$ cat config.mk
export PLATFORM = sky130hd
export DESIGN_NAME = tlq_emit
export DESIGN_NICKNAME = d
export VERILOG_FILES = /design/src/rtl/core/tlq_pkg.sv /design/src/rtl/core/tlq_emit.sv
export VERILOG_INCLUDE_DIRS = /design/src /design/src/rtl/core
export SDC_FILE = /design/constraint.sdc
export NUM_CORES = 1
export LEC_CHECK = 0
export ABC_AREA = 1
export BUFFER_PORTS_ARGS = -buffer_cell sky130_fd_sc_hd__buf_4
export CAP_MARGIN = 10
export CORE_MARGIN = 1
export CORE_UTILIZATION = 54
export CTS_CLUSTER_DIAMETER = 150
export DETAILED_ROUTE_END_ITERATION = 10
export PLACE_DENSITY = 0.8
export SYNTH_ARGS = -nofsm -noshare
export SYNTH_HDL_FRONTEND = slang
export SYNTH_SLANG_ARGS = --single-unit
$ cat constraint.sdc
create_clock -name clk -period 8.6 [get_ports clk]
set_clock_uncertainty 0.15 [all_clocks]
set_input_delay 0.43 -clock clk [delete_from_list [all_inputs] [get_ports clk]]
set_output_delay 0.43 -clock clk [all_outputs]
set_load 0.005 [all_outputs]
$ cat src/rtl/core/assert_macros.svh
// Assertion macros for the stroke expansion; only the vertex sequencer uses them.
`ifndef ASSERT_MACROS_SVH
`define ASSERT_MACROS_SVH

// A property checked at every rising clock edge outside reset.
`define TLQ_ASSERT(lbl, prop) \
  lbl: assert property (@(posedge clk) disable iff (!rst_n) prop) \
    else $error("tlq: assertion failed");

// A cause in one cycle and its required effect in the next.
`define TLQ_ASSERT_NEXT(lbl, ante, cons) \
  lbl: assert property (@(posedge clk) disable iff (!rst_n) (ante) |=> (cons)) \
    else $error("tlq: assertion failed");

`endif

$ cat src/rtl/core/tlq_pkg.sv
// Types, widths and arithmetic step functions of the thick line vertex generator.
package tlq_pkg;

  localparam int COORD_W   = 16;
  localparam int HW_W      = 14;
  localparam logic [HW_W-1:0] HW_RESET = 14'd16;
  localparam int DIFF_W    = COORD_W + 1;
  localparam int MAG_W     = COORD_W;
  localparam int PROD_W    = MAG_W + HW_W;
  localparam int L2_W      = 2 * MAG_W + 1;
  localparam int NORM_BITS = 14;
  localparam int SQ_SHIFT  = 2 * NORM_BITS;
  localparam int ROOT_W    = 31;
  localparam int RAD_W     = 2 * ROOT_W;
  localparam int SQ_REM_W  = ROOT_W + 3;
  localparam int SQ_STAGES = (ROOT_W + 1) / 2;
  localparam int DIV_Q_W   = 15;
  localparam int DIV_STAGES = (DIV_Q_W + 1) / 2;
  localparam int NUM_W     = PROD_W + DIV_Q_W + 1;
  localparam int DEN_W     = ROOT_W + 1;
  localparam int DREM_W    = DEN_W + 1;
  localparam int VERT_W    = 3;
  localparam logic [VERT_W-1:0] VERT_LAST = 3'd7;
  localparam int VTX_SUM_W = COORD_W + 3;

  typedef struct packed {
    logic signed [COORD_W-1:0] ax;
    logic signed [COORD_W-1:0] ay;
    logic signed [COORD_W-1:0] bx;
    logic signed [COORD_W-1:0] by;
    logic                      sx;
    logic                      sy;
    logic                      zero;
    logic [PROD_W-1:0]         px;
    logic [PROD_W-1:0]         py;
  } tlq_item_t;

  typedef struct packed {
    logic [SQ_REM_W-1:0] rem;
    logic [ROOT_W-1:0]   root;
  } sq_state_t;

  typedef struct packed {
    logic [DREM_W-1:0]  rem;
    logic [DIV_Q_W-1:0] quo;
  } div_state_t;

  // Bit pair j (from the top) of the radicand l2 * 2^28.
  function automatic logic [1:0] sq_pair(input logic [L2_W-1:0] l2, input int j);
    logic [RAD_W-1:0] n;
    logic [RAD_W-1:0] sh;
    n  = {{(RAD_W-L2_W-SQ_SHIFT){1'b0}}, l2, {SQ_SHIFT{1'b0}}};
    sh = n >> (RAD_W - 2 - 2 * j);
    return sh[1:0];
  endfunction

  function automatic sq_state_t sq_step(input sq_state_t s, input logic [1:0] pair);
    logic [SQ_REM_W-1:0] cur;
    logic [SQ_REM_W-1:0] trial;
    sq_state_t           o;
    cur   = {s.rem[SQ_REM_W-3:0], pair};
    trial = {1'b0, s.root, 2'b01};
    if (cur >= trial) begin
      o.rem  = cur - trial;
      o.root = {s.root[ROOT_W-2:0], 1'b1};
    end else begin
      o.rem  = cur;
      o.root = {s.root[ROOT_W-2:0], 1'b0};
    end
    return o;
  endfunction

  function automatic div_state_t div_step(input div_state_t s, input logic nb,
                                          input logic [DEN_W-1:0] den);
    logic [DREM_W-1:0] cur;
    div_state_t        o;
    cur = {s.rem[DREM_W-2:0], nb};
    if (cur >= {1'b0, den}) begin
      o.rem = cur - {1'b0, den};
      o.quo = {s.quo[DIV_Q_W-2:0], 1'b1};
    end else begin
      o.rem = cur;
      o.quo = {s.quo[DIV_Q_W-2:0], 1'b0};
    end
    return o;
  endfunction

  function automatic logic signed [COORD_W-1:0] sat_coord(
      input logic signed [VTX_SUM_W-1:0] v);
    logic [VTX_SUM_W-COORD_W:0] top;
    top = v[VTX_SUM_W-1:COORD_W-1];
    if (top == '0 || top == '1) begin
      return v[COORD_W-1:0];
    end
    return v[VTX_SUM_W-1] ? {1'b1, {(COORD_W-1){1'b0}}} : {1'b0, {(COORD_W-1){1'b1}}};
  endfunction

endpackage

$ cat src/rtl/core/tlq_emit.sv
// Vertex sequencer: holds one segment and sends its eight strip vertices.
`include "assert_macros.svh"

module tlq_emit (
  input  logic                               clk,
  input  logic                               rst_n,
  input  logic                               in_valid,
  input  tlq_pkg::tlq_item_t                 in_item,
  input  logic signed [tlq_pkg::COORD_W-1:0] in_ex,
  input  logic signed [tlq_pkg::COORD_W-1:0] in_ey,
  output logic                               load,
  output logic                               out_valid,
  input  logic                               out_stall,
  output logic signed [tlq_pkg::COORD_W-1:0] out_vertex_x,
  output logic signed [tlq_pkg::COORD_W-1:0] out_vertex_y,
  output logic [tlq_pkg::VERT_W-1:0]         out_vertex_number,
  output logic                               out_last_vertex
);

  localparam int SW = tlq_pkg::VTX_SUM_W;

  logic                               hold_v_r;
  logic [tlq_pkg::VERT_W-1:0]         count_r;
  logic signed [tlq_pkg::COORD_W-1:0] ax_r, ay_r, bx_r, by_r, ex_r, ey_r;
  logic                               out_valid_r;
  logic signed [tlq_pkg::COORD_W-1:0] out_x_r, out_y_r;
  logic [tlq_pkg::VERT_W-1:0]         out_num_r;
  logic                               out_last_r;

  logic                               out_free, emit, is_last;
  logic signed [SW-1:0]               bx_s, by_s, ex_s, ey_s, vx, vy;
  logic signed [tlq_pkg::COORD_W-1:0] vx_nxt, vy_nxt;

  assign out_free = !out_valid_r || !out_stall;
  assign emit     = hold_v_r && out_free;
  assign is_last  = (count_r == tlq_pkg::VERT_LAST);
  assign load     = in_valid && (!hold_v_r || (emit && is_last));

  // Vertices 0-3 sit at the start point, 4-7 at the end point; odd ones take +N,
  // the first pair steps back by e and the last pair steps forward by e.
  always_comb begin
    bx_s = count_r[2] ? SW'(bx_r) : SW'(ax_r);
    by_s = count_r[2] ? SW'(by_r) : SW'(ay_r);
    ex_s = SW'(ex_r);
    ey_s = SW'(ey_r);
    vx   = bx_s + (count_r[0] ? -ey_s : ey_s);
    vy   = by_s + (count_r[0] ? ex_s : -ex_s);
    if (count_r[2:1] == 2'b00) begin
      vx = vx - ex_s;
      vy = vy - ey_s;
    end else if (count_r[2:1] == 2'b11) begin
      vx = vx + ex_s;
      vy = vy + ey_s;
    end
    vx_nxt = tlq_pkg::sat_coord(vx);
    vy_nxt = tlq_pkg::sat_coord(vy);
  end

  always_ff @(posedge clk) begin
    if (!rst_n) begin
      hold_v_r    <= 1'b0;
      count_r     <= '0;
      out_valid_r <= 1'b0;
    end else begin
      if (load) begin
        hold_v_r <= 1'b1;
        count_r  <= '0;
      end else if (emit) begin
        if (is_last) begin
          hold_v_r <= 1'b0;
        end
        count_r <= count_r + 1'b1;
      end
      if (emit) begin
        out_valid_r <= 1'b1;
      end else if (!out_stall) begin
        out_valid_r <= 1'b0;
      end
    end
    if (load) begin
      ax_r <= in_item.ax;
      ay_r <= in_item.ay;
      bx_r <= in_item.bx;
      by_r <= in_item.by;
      ex_r <= in_ex;
      ey_r <= in_ey;
    end
    if (emit) begin
      out_x_r    <= vx_nxt;
      out_y_r    <= vy_nxt;
      out_num_r  <= count_r;
      out_last_r <= is_last;
    end
  end

  assign out_valid         = out_valid_r;
  assign out_vertex_x      = out_x_r;
  assign out_vertex_y      = out_y_r;
  assign out_vertex_number = out_num_r;
  assign out_last_vertex   = out_last_r;

  `TLQ_ASSERT_NEXT(a_hold_until_last, emit && !is_last, hold_v_r)
  `TLQ_ASSERT_NEXT(a_load_restarts, load, hold_v_r && count_r == '0)
  `TLQ_ASSERT(a_last_tag, out_valid_r |-> (out_last_r == (out_num_r == tlq_pkg::VERT_LAST)))

endmodule

== After elaboration in Yosys (flattened, before gate mapping) ==
Cells that the tools add are included.
W data, S select, Z words.
Word-level totals
  input port bits: 163
  flip-flop bits (word level): 137
  logic and storage cells: 66
Cells by class
  equality and inequality tests: 5
  reductions and logical operators: 17
  add/sub/neg operators: 9
  mux-type cells: 21
  bitwise gates (word level): 1
Operator list (count)
  $mux W19: 8
  $mux W16: 6
  $add A19 B16 Y19: 2
  $add A19 B19 Y19: 2
  $neg A16 Y19: 2
  $sub A19 B16 Y19: 2
  $eq A4 B4 Y1 const B: 2
  $logic_not A4 Y1: 2
  $mux W1: 7
  $logic_or A1 B1 Y1: 4
  $reduce_bool A2 Y1: 2
  $add A3 B1 Y3 const B: 1
  $eq A3 B3 Y1 const B: 1
  $logic_and A1 B1 Y1: 3
  $logic_not A1 Y1: 3
  $eq A2 B2 Y1 const B: 1
  $logic_not A2 Y1: 1
  $ne A2 B1 Y1 const B: 1
  $reduce_and A2 Y1: 1
  $reduce_or A2 Y1: 1
  $not A1 Y1: 1

== Depth between registers and ports, before layout ==
Gate-level depths: netlist of the first run.
  depth in word-level cells: 10
  mapped depth: 32
  gate-level depth less buffers: 31

== Least setup slack after synthesis of the first run ==
Ideal clock, no wire load.
  path kind: reg-to-reg
  from: register count_r[1] (netlist name)
  to: register ax_r[0] (netlist name) (enable)
  period minus slack after synthesis: 5552 ps
  setup slack: 3048 ps
  library setup time: 554 ps
  stages on the path, launching flop included: 5
  data arrival time: 4848 ps
  required time: 7896 ps
  cell sequence: dfxtp_1 ha_1 ha_1 a21oi_1 nor2_1
On the way
  cells in the longest elaborated chain, start to end: 4
Ends and longest elaborated chain
  start: declaration: line tlq_emit.sv:23  | logic [tlq_pkg::VERT_W-1:0] count_r;
  start signal: assignment: line tlq_emit.sv:72  | count_r <= count_r + 1'b1;
  $eq A3 B3 Y1: line tlq_emit.sv:36  | assign is_last = (count_r == tlq_pkg::VERT_LAST);
  net is_last: line tlq_emit.sv:30  | logic out_free, emit, is_last;
  $logic_and A1 B1 Y1: line tlq_emit.sv:37  | assign load = in_valid && (!hold_v_r || (emit && is_last));
  $logic_or A1 B1 Y1: line tlq_emit.sv:37
  $logic_and A1 B1 Y1: line tlq_emit.sv:37
  net load: line tlq_emit.sv:11  | output logic load,
  end signal: assignment: line tlq_emit.sv:81  | ax_r <= in_item.ax;
  end: declaration: line tlq_emit.sv:24  | logic signed [tlq_pkg::COORD_W-1:0] ax_r, ay_r, bx_r, by_r, ex_r, ey_r;
The timed path passes the listed nets, and every way through them passes these cells.
A chain may end at the register's enable or synchronous reset.

== Worst setup path after layout of the first run ==
  from: register ey_r[0] (netlist name)
  to: register out_x_r (netlist bit out_vertex_x[14]), data pin
On the way
  cells in the longest elaborated chain, start to end: 10
  elaborated cells on any way between the ends: 14
  those cells by class: add/sub: 4; eq/ne: 1; mux: 7; reduce/logical: 2
Ends and longest elaborated chain
  start: declaration: line tlq_emit.sv:24
  start signal: assignment: line tlq_emit.sv:86  | ey_r <= in_ey;
  $neg A16 Y19: line tlq_emit.sv:46  | vx = bx_s + (count_r[0] ? -ey_s : ey_s);
  $mux W19 *: line tlq_emit.sv:46
  $add A19 B19 Y19 *: line tlq_emit.sv:46
  $add A19 B16 Y19: line tlq_emit.sv:52  | vx = vx + ex_s;
  $mux W19: line tlq_emit.sv:51  | end else if (count_r[2:1] == 2'b11) begin
  $mux W19 *: line tlq_emit.sv:48  | if (count_r[2:1] == 2'b00) begin
  $eq A4 B4 Y1 or $logic_not A4 Y1 (tied branches): line tlq_pkg.sv:92  | if (top == '0 || top == '1) begin
  $logic_or A1 B1 Y1: line tlq_pkg.sv:92
  $mux W1: line tlq_pkg.sv:92
  $mux W16 *: line tlq_pkg.sv:95  | return v[VTX_SUM_W-1] ? {1'b1, {(COORD_W-1){1'b0}}} : {1'b0, {(COORD_W-1){1'b1}}};
  net vx_nxt (one bit): line tlq_emit.sv:32  | logic signed [tlq_pkg::COORD_W-1:0] vx_nxt, vy_nxt;
  end signal: assignment: line tlq_emit.sv:89  | out_x_r <= vx_nxt;
  end: declaration: line tlq_emit.sv:26  | logic signed [tlq_pkg::COORD_W-1:0] out_x_r, out_y_r;
Mark *: on every way through the listed nets, which the timed path passes. The rest lies on a longest branch. The select of a mux whose other input is x is not followed.

==> results.toml, run 1 <==
[place]
dp_cells = 2052
portBuffers = 137
hpwl_um = 30600
placed_area_mm2 = 0.0137
gp_congestion = 0.977

[global_route]
grt_pass1_vias = 11100
grt_antenna_before_repair = 0
grt_max_degree = 84
grt_pass1_wl_um = 58100
grt_util_all_layers = 0.322
grt_overflow_total = 0

[routing]
route.met3.wl_um = 3570
post_drt_via_cell_ratio = 5.76
top_layer = "met4"
wl_met2_um = 16200
wirelength_met1_um = 17100
drc = 0
wire_per_inst_um = 18.2
vias = 12000
wirelength_um = 38000
drtPass1Iterations = 8
drt-initial-drc-count = 1045
ant_nets = 0

[sta]
rsz0062_at_grt = "no"
finalMaxSlewViolations = 0
timing.fmax_mhz = 162
setup_viol = 0
period_share = 0.716
hold_viol = 0
relSlewSlack = 0.338
fin_crit_ns = 6.16
tightest_slew_ns = 0.992
setup-tns-final_ns = 0

[clock_tree]
cts_tree = "yes"
insertion_delay_ns = 0.45
cts_max_path_buffers = 2
cts_sinks = 137
cts_resized = 0
cts_made_buffers = 17
cts.reportedPaths.clkPinSlew_ns = 0.08
htree_levels = 4
clockRootBuffer = "clkbuf_16"

[die]
die_area_mm2 = 0.0238
die_h_um = 154
die-width_um = 154
coreArea_mm2 = 0.0227
initial_core_util = 0.551
io_pins = 201
fp-row-count = 55

[flow_run]
cap_violations = 0

[yosys]
ys_seq_area_frac = 0.325
ys_top_cells_by_area = "edfxtp_1 (32%), nand2_1 (12%), ha_1 (12%), nand3_1 (6.6%), a21oi_1 (6.1%)"
synth.avg_cell_area_um2 = 7.54
synth_edf_count = 132
synth_seq_cells = 137
synth_flop_cell = "edfxtp_1"
async_flop_share = 0
yosysTopAreaCell = "edfxtp_1"
synth.most_common_cell = "nand2_1"
yosysWarnings = 0
synth_top_area_frac = 0.317
yosys.cell_types.count = 52
syn-instance-count = 1662
synthesis.area_mm2 = 0.0125
synth_common_cells = "nand2_1 (401), inv_1 (173), nand3_1 (164), a21oi_1 (153), edfxtp_1 (132)"
syn_nets = 1947

[worst_setup_path]
path_class = "register to register"
critPathMaxFanout = 15
worstRegToRegCells = 26
crit_arrival_ns = 6.18
critPathRequiredTime_ns = 8.62
cp-end-kind = "register"
startpoint_type = "register"

[power_and_ir_drop]
p_sw_frac = 0.463
p_per_area_mw_per_mm2 = 247
switchingPower_mw = 1.64
clkPwrFrac = 0.206
p_int_mw = 1.89
seqPwrFrac = 0.251
power_leakage_nw = 6.72
vdd_drop_max_uv = 125
combPwrFrac = 0.544

[final_layout]
drive_above_1_share = 0.149
fin_cells = 2085
n_antenna_cell = 0
syn2layout_area_growth_pct = 14.2
design_area_mm2 = 0.0143
finalNetCount = 2072

[min_path]
hold_path_class = "input pin to register"
whs_path_depth = 1

[outcome]
status = "finished, final reports clean"
flip-flops by register name (all words and copies together), names as in the netlist:
signal             count
ax_r                  16
ay_r                  16
bx_r                  16
by_r                  16
ex_r                  16
ey_r                  16
out_vertex_x          16
out_vertex_y          16
count_r                3
out_vertex_number      3
hold_v_r               1
out_last_vertex        1
out_valid              1
power groups by stage:
stage          logic [mW]  clock network [mW]  registers [mW]
6_report             1.92               0.726           0.885
2_1_floorplan        1.41                   0           0.901
3_3_place_gp         1.85                   0           0.897
4_1_cts              1.87               0.731           0.885
5_1_grt              2.12               0.758           0.891
3_5_place_dp         1.86                   0           0.899
path summary, 6_finish.rpt:
| check | start | to | slack [ns] |
|---|---|---|---|
| setup / recovery | ey_r[0] | out_vertex_x[14] | 2.44 |
| hold / removal | in_ex[0] | ex_r[0] | 0.004 |
| setup reg to reg | ey_r[0] | out_vertex_x[14] | 2.44 |
| hold reg to reg | hold_v_r | out_valid | 0.34 |
what timing repair did:
action | in CTS | in global routing
buffers inserted | 0 | 0
hold buffers | 1 | 0
hold endpoints to repair | 1 | 0
worst max-delay path: stages, from the launching register on:
cell and delay, ns:
edfxtp_1 0.56, nor3_1 0.26, nand3_1 0.14, nor3_1 0.34
nand4_1 0.20, nor3_1 0.31, nand3_1 0.20, o21ai_0 0.25
a21oi_1 0.09, ha_1 0.38, nand4_1 0.16, nor2_1 0.20
nand4_1 0.17, nand4_1 0.16, nand2_1 0.15, ha_1 0.40
a21oi_1 0.17, o21ai_0 0.10, a21oi_1 0.17, nand2_1 0.08
a31oi_1 0.35, nand3b_1 0.18, nand3_2 0.10, nand4_1 0.19
nand2_2 0.22, nand3_1 0.14, nand2_1 0.06
cells by family after synthesis:
kind of cell | synth area share
buffers and inverters | 0.0757
and+or+nand+nor | 0.282
AOI/OAI and AO/OA | 0.148
adders and majority gates | 0.125
DFF | 0.325
xor gates and xnor gates | 0.0448
routing by layer:
| metal | global-route usage | vias to the layer above |
|---|---|---|
| met1 | 0.461 | 5419 |
| met5 | 0 | - |
| met2 | 0.494 | 625 |
| li1 | - | 5902 |
| met4 | 0.116 | 0 |
| met3 | 0.0499 | 58 |
cell usage in the layout, fill, tap and decap left out, drive strengths merged, types with 4 or more instances in the layout:
cell | synthesis | final
o21ai | 87 | 87
clkinvlp | 0 | 5
clkbuf | 14 | 18
nor4 | 4 | 4
a31oi | 7 | 7
ha | 116 | 116
nand2 | 413 | 413
o211ai | 4 | 4
dfxtp | 5 | 5
nor3 | 25 | 25
a21oi | 158 | 158
fa | 6 | 6
buf | 25 | 144
a21o | 18 | 18
xnor2 | 10 | 10
a211oi | 5 | 5
xor2 | 54 | 54
inv | 189 | 197
nand4 | 24 | 24
or2 | 13 | 13
nor2 | 133 | 133
o31ai | 8 | 8
nand3 | 178 | 178
o21bai | 20 | 20
edfxtp | 132 | 132
through the flow:
| step | total power [mW] | hold slack, ns | util | setup slack [ns] |
|---|---|---|---|---|
| after CTS | 3.49 | 0.000261 | 0.630 | 2.56 |
| after global routing | 3.77 | 0.00471 | 0.630 | 2.07 |
| after global placement | 2.74 | 0.306 | 0.605 | 2.56 |
| after floorplan | 2.31 | 0.297 | - | 3.05 |
| after detailed placement | 2.76 | 0.339 | 0.605 | 2.60 |
| final | 3.53 | 0.00437 | 0.630 | 2.44 |
area by class of cell:
| cell class | instances | area, um^2 |
|---|---|---|
| multi-input cells | 1296 | 7530 |
| flip-flops and latches | 137 | 4060 |
| inverters | 190 | 713 |
| clock buffers | 18 | 429 |
| repair buffers | 145 | 1090 |
| clock inverters | 14 | 126 |
| well taps | 285 | 357 |
| fillers | 2019 | 8400 |
(Power assumes the default switching activity.)
==> run 2: changes to the inputs <==
CORE_UTILIZATION = 53   (was 54)
PLACE_DENSITY = 0.81   (was 0.8)
clock period = 5.5 ns   (was 8.6 ns; I/O delays follow)
==> run 2 against run 1 <==
Clock power grew 61%; register-to-register slack lost 2.3 ns; worst setup slack lost 2.3 ns; wire length grew 20%; total power grew 72%; largest power group unchanged.
==> results.toml, run 2 (same netlist as run 1, synthesis figures left out) <==
[power_and_ir_drop]
vdd_drop_max_uv = 225
p_per_area_mw_per_mm2 = 366
power_leakage_nw = 7.72

[clock_tree]
clockRootBuffer = "clkbuf_16"
cts.reportedPaths.clkPinSlew_ns = 0.08
cts_max_path_buffers = 2
cts_tree = "yes"
cts_sinks = 137
htree_levels = 4
insertion_delay_ns = 0.44
cts_made_buffers = 17

[global_route]
grt_util_all_layers = 0.374
grt_max_degree = 71
grt_overflow_total = 0
grt_pass1_vias = 12800
grt_pass1_wl_um = 68800
grt_antenna_before_repair = 0

[sta]
timing.fmax_mhz = 187
hold_viol = 0
fin_crit_ns = 5.36
relSlewSlack = 0.329
tightest_slew_ns = 1.00
finalMaxSlewViolations = 0
setup_viol = 0
period_share = 0.974

[die]
initial_core_util = 0.546
fp-row-count = 55
io_pins = 201
die_h_um = 156
coreArea_mm2 = 0.0229
die_area_mm2 = 0.0242
die-width_um = 156

[final_layout]
design_area_mm2 = 0.0166
most-common-layout-cells = "nand2_1 (398), buf_4 (245), inv_1 (171)"
syn2layout_area_growth_pct = 32.8
final_common_cell = "nand2_1"
n_antenna_cell = 0
finalNetCount = 2276
fill_cells = 1751
final_util = 0.726
drive_above_1_share = 0.227

[worst_setup_path]
path_class = "register to register"
startpoint_type = "register"
crit_arrival_ns = 5.51
cp_slowest_stage_delay_ns = 0.41
cp-end-kind = "register"
critPathMaxFanout = 7
critPathRequiredTime_ns = 5.66
cp_common_cell = "nand3_1"
critical_path.slowest_cell = "edfxtp_1"

[routing]
vias = 13600
post_drt_via_cell_ratio = 5.85
ant_nets = 0
drtPass1Iterations = 8
wire_per_inst_um = 19.7
drt-initial-drc-count = 1360
wirelength_um = 45600
drc = 0

[min_path]
hold_path_class = "input pin to register"

[outcome]
status = "finished, final reports clean"

[place]
portBuffers = 137
placed_area_mm2 = 0.0145
gp_congestion = 0.984
hpwl_um = 31800

[flow_run]
cap_violations = 0
## run 2: changes by cell type in the layout (fill, tap and decap cells not counted), moves of 6 or more
cell	change
a21oi_1	-13
a21oi_2	+13
buf_4	+101
dlygate4sd3_1	+99
ha_1	-20
ha_2	+9
ha_4	+11
nor2_1	-6
nor3_1	-11
nor3_2	+10
xor2_1	-8
xor2_2	+8
## run 2: power by group
group	switching, mW	total [mW]	internal, mW
logic	2.15	3.53	1.38
registers	0.0504	1.38	1.33
clock network	0.572	1.17	0.596
total	2.78	6.08	3.30
## run 2: metrics by stage
| stage | setup TNS, ns | cells | hold slack (ns) | total power, mW | worst slack [ns] |
|---|---|---|---|---|---|
| 6_report | 0 | 2317 | 0.284 | 6.08 | 0.145 |
| 5_1_grt | -2.87 | 2317 | 0.319 | 6.47 | -0.141 |
| 4_1_cts | 0 | 2307 | 0.191 | 5.74 | 0.0639 |
| 3_5_place_dp | 0 | 2175 | 0.304 | 4.54 | 0.00688 |
| 3_3_place_gp | -0.0758 | 2175 | 0.303 | 4.50 | -0.00914 |
| 2_1_floorplan | 0 | 1662 | 0.224 | 3.61 | 0.781 |
## run 2: path summary, 6_finish.rpt
kind,cells after the start,slack [ns],startpoint,endpoint
max,28,0.14,ey_r[0],out_vertex_x[1]
min,5,0.28,out_stall,count_r[2]
max reg2reg,28,0.14,ey_r[0],out_vertex_x[1]
min reg2reg,0,0.41,count_r[1],out_vertex_number[1]
## run 2: repair_timing
action	4_1_cts	5_1_grt
hold buffers	100	0
setup endpoints to repair	15	32
buffers inserted	0	9
gates resized for setup	1	96
cloned	0	1
pin swaps	0	34
endpoints found under the hold margin	98	0
## run 2: critical path, delay by kind of cell (launching register included)
family,cells,cell delay (ns)
AOI/OAI and AO/OA,3,0.53
DFF,1,0.41
buffers and inverters,3,0.43
and+or+nand+nor,18,2.80
adders and majority gates,2,0.53
xor gates and xnor gates,2,0.36
## run 2: final cells by class
| cell class | count | area [um^2] | area share |
|---|---|---|---|
| repair buffers | 348 | 2900 | 0.174 |
| multi-input cells | 1297 | 8010 | 0.481 |
| inverters | 190 | 713 | 0.0429 |
| clock inverters | 14 | 129 | 0.00775 |
| flip-flops and latches | 137 | 4060 | 0.244 |
| well taps | 313 | 392 | 0.0235 |
| clock buffers | 18 | 429 | 0.0258 |
## run 2: metal layers
metal,part of all wire,up-vias,global-route usage
met5,0,-,0
met4,0.036,0,0.152
met3,0.098,134,0.0614
met2,0.45,849,0.591
met1,0.42,6260,0.509
li1,-,6308,-
==> run 3: changes to the inputs <==
REMOVE_ABC_BUFFERS = 1   (was default)
==> run 3 against run 2 <==
The flow now finishes with violations (setup timing); clock power grew 7%; flip-flop and latch count did not move; sequential power hardly changed; sequential share of layout area shrank 0.99 points; global-route usage increased by 1.7 points; non-clock buffer count rose by 36; worst setup slack got worse by 0.23 ns; design area increased by 4.2%.
==> results.toml, run 3 (same netlist as run 1, synthesis figures left out) <==
[outcome]
status = "finished with violations"
failed_checks = "setup timing"

[sta]
worst_slack_ns = -0.0899
hold_viol = 0
relSlewSlack = 0.330
tightest_slew_ns = 1.00
period_share = 1.02
setup_viol = 15
rsz0062_at_grt = "yes"
finalMaxSlewViolations = 0
timing.fmax_mhz = 179
fin_crit_ns = 5.59

[die]
die_area_mm2 = 0.0242
die_h_um = 156
die-width_um = 156
coreArea_mm2 = 0.0229
initial_core_util = 0.546
io_pins = 201
fp-row-count = 55

[global_route]
grt_pass1_wl_um = 71300
grt_util_all_layers = 0.391
grt_max_degree = 48
grt_pass1_vias = 12900
grt_antenna_before_repair = 0
grt_overflow_total = 0

[place]
dp_cells = 2200
portBuffers = 137
gp_congestion = 1.04
hpwl_um = 33000

[worst_setup_path]
critical_path_buf_inv_count = 5
cp-end-kind = "register"
crit_arrival_ns = 5.61
crit_family = "simple AND/OR/NAND/NOR gates"
cp_slowest_stage_delay_ns = 0.42
startpoint_type = "register"
critical_path.slowest_cell = "xor2_2"
cp_common_cell = "nand2_1"
path_class = "register to register"
critPathMaxFanout = 7
critPathRequiredTime_ns = 5.52

[clock_tree]
cts_made_buffers = 17
cts_max_path_buffers = 2
cts_tree = "yes"
cts.reportedPaths.clkPinSlew_ns = 0.09
clockRootBuffer = "clkbuf_16"
cts_sinks = 137
insertion_delay_ns = 0.45
htree_levels = 4

[routing]
ant_nets = 0
vias = 14200
wirelength_um = 51300
drt-initial-drc-count = 1853
drtPass1Iterations = 8
post_drt_via_cell_ratio = 6.02
wire_per_inst_um = 21.8
drc = 0

[final_layout]
drive_above_1_share = 0.267
finalNetCount = 2314
fin_cells = 2356
final_common_cell = "nand2_1"
syn2layout_area_growth_pct = 38.4
fill_cells = 1625
most-common-layout-cells = "nand2_1 (394), buf_4 (278), inv_1 (170)"

[power_and_ir_drop]
vdd_drop_max_uv = 182
power_mw = 6.57
p_per_area_mw_per_mm2 = 379
power_leakage_nw = 7.99

[min_path]
hold_path_class = "input pin to register"

[flow_run]
cap_violations = 0
run 3: cell types whose count changed in the layout (fill, tap and decap cells not counted), sizes merged:
cell | before | now
buf | 248 | 284
bufinv | 0 | 1
diode | 0 | 1
inv | 198 | 197
nand2 | 414 | 416
run 3: tightest hold or removal path, stage by stage:
cell	delay [ns]
buf_4	0.11
nand2_1	0.11
nand2_1	0.14
nand2_1	0.09
a21oi_1	0.07
run 3: cell type report:
type / instances / area, um^2 / share of cell area
Timing Repair Buffer: 384 / 3190 / 0.184
Inverter: 190 / 713 / 0.0411
Antenna cell: 1 / 2.50 / 0.000144
Sequential cell: 137 / 4060 / 0.234
Multi-Input combinational cell: 1299 / 8380 / 0.483
Tap cell: 313 / 392 / 0.0226
Clock buffer: 18 / 439 / 0.0253
Clock inverter: 14 / 155 / 0.00895
run 3: what timing repair did:
| item | in CTS | in global routing |
|---|---|---|
| resized for setup | 4 | 165 |
| hold buffers | 100 | 0 |
| setup buffers | 0 | 21 |
| endpoints found under the hold margin | 98 | 0 |
| endpoints found under the setup margin | 15 | 32 |
| pin swaps | 0 | 61 |
| gates cloned | 0 | 3 |
run 3: per-stage QoR:
step / setup WS (ns) / area [um^2] / hold slack, ns / util / setup TNS [ns]
after global routing: -0.249 / 17300 / 0.282 / 0.756 / -4.25
after global placement: -0.0155 / 14700 / 0.303 / 0.642 / -0.177
after detailed placement: -0.119 / 14700 / 0.304 / 0.642 / -1.56
after CTS: 0.0412 / 16300 / 0.168 / 0.712 / 0
after floorplan: -0.584 / 12300 / 0.224 / - / -56.33
final: -0.0899 / 17300 / 0.257 / 0.757 / -1.10
run 3: worst paths after layout:
kind | end | slack, ns | from | depth (start not counted)
worst min register to register | out_vertex_number[1] | 0.42 | count_r[1] | 0
worst min-delay path | count_r[2] | 0.26 | out_stall | 5
worst max-delay path | out_vertex_x[4] | -0.09 | ey_r[0] | 28
worst max register to register | out_vertex_x[4] | -0.09 | ey_r[0] | 28
run 3: layer usage:
layer	up-vias	wire [um]	global-route usage	share of wire
met5	-	0	0	0
met1	6512	19900	0.534	0.39
met2	1115	22700	0.619	0.44
li1	6375	-	-	-
met3	191	6160	0.0642	0.12
met4	0	2520	0.157	0.049
run 3: where the power goes:
group          internal (mW)  switching [mW]  leakage (nW)
registers               1.33          0.0553          1.30
logic                   1.54            2.39          6.41
clock network          0.657           0.597         0.283
total                   3.53            3.04          7.99
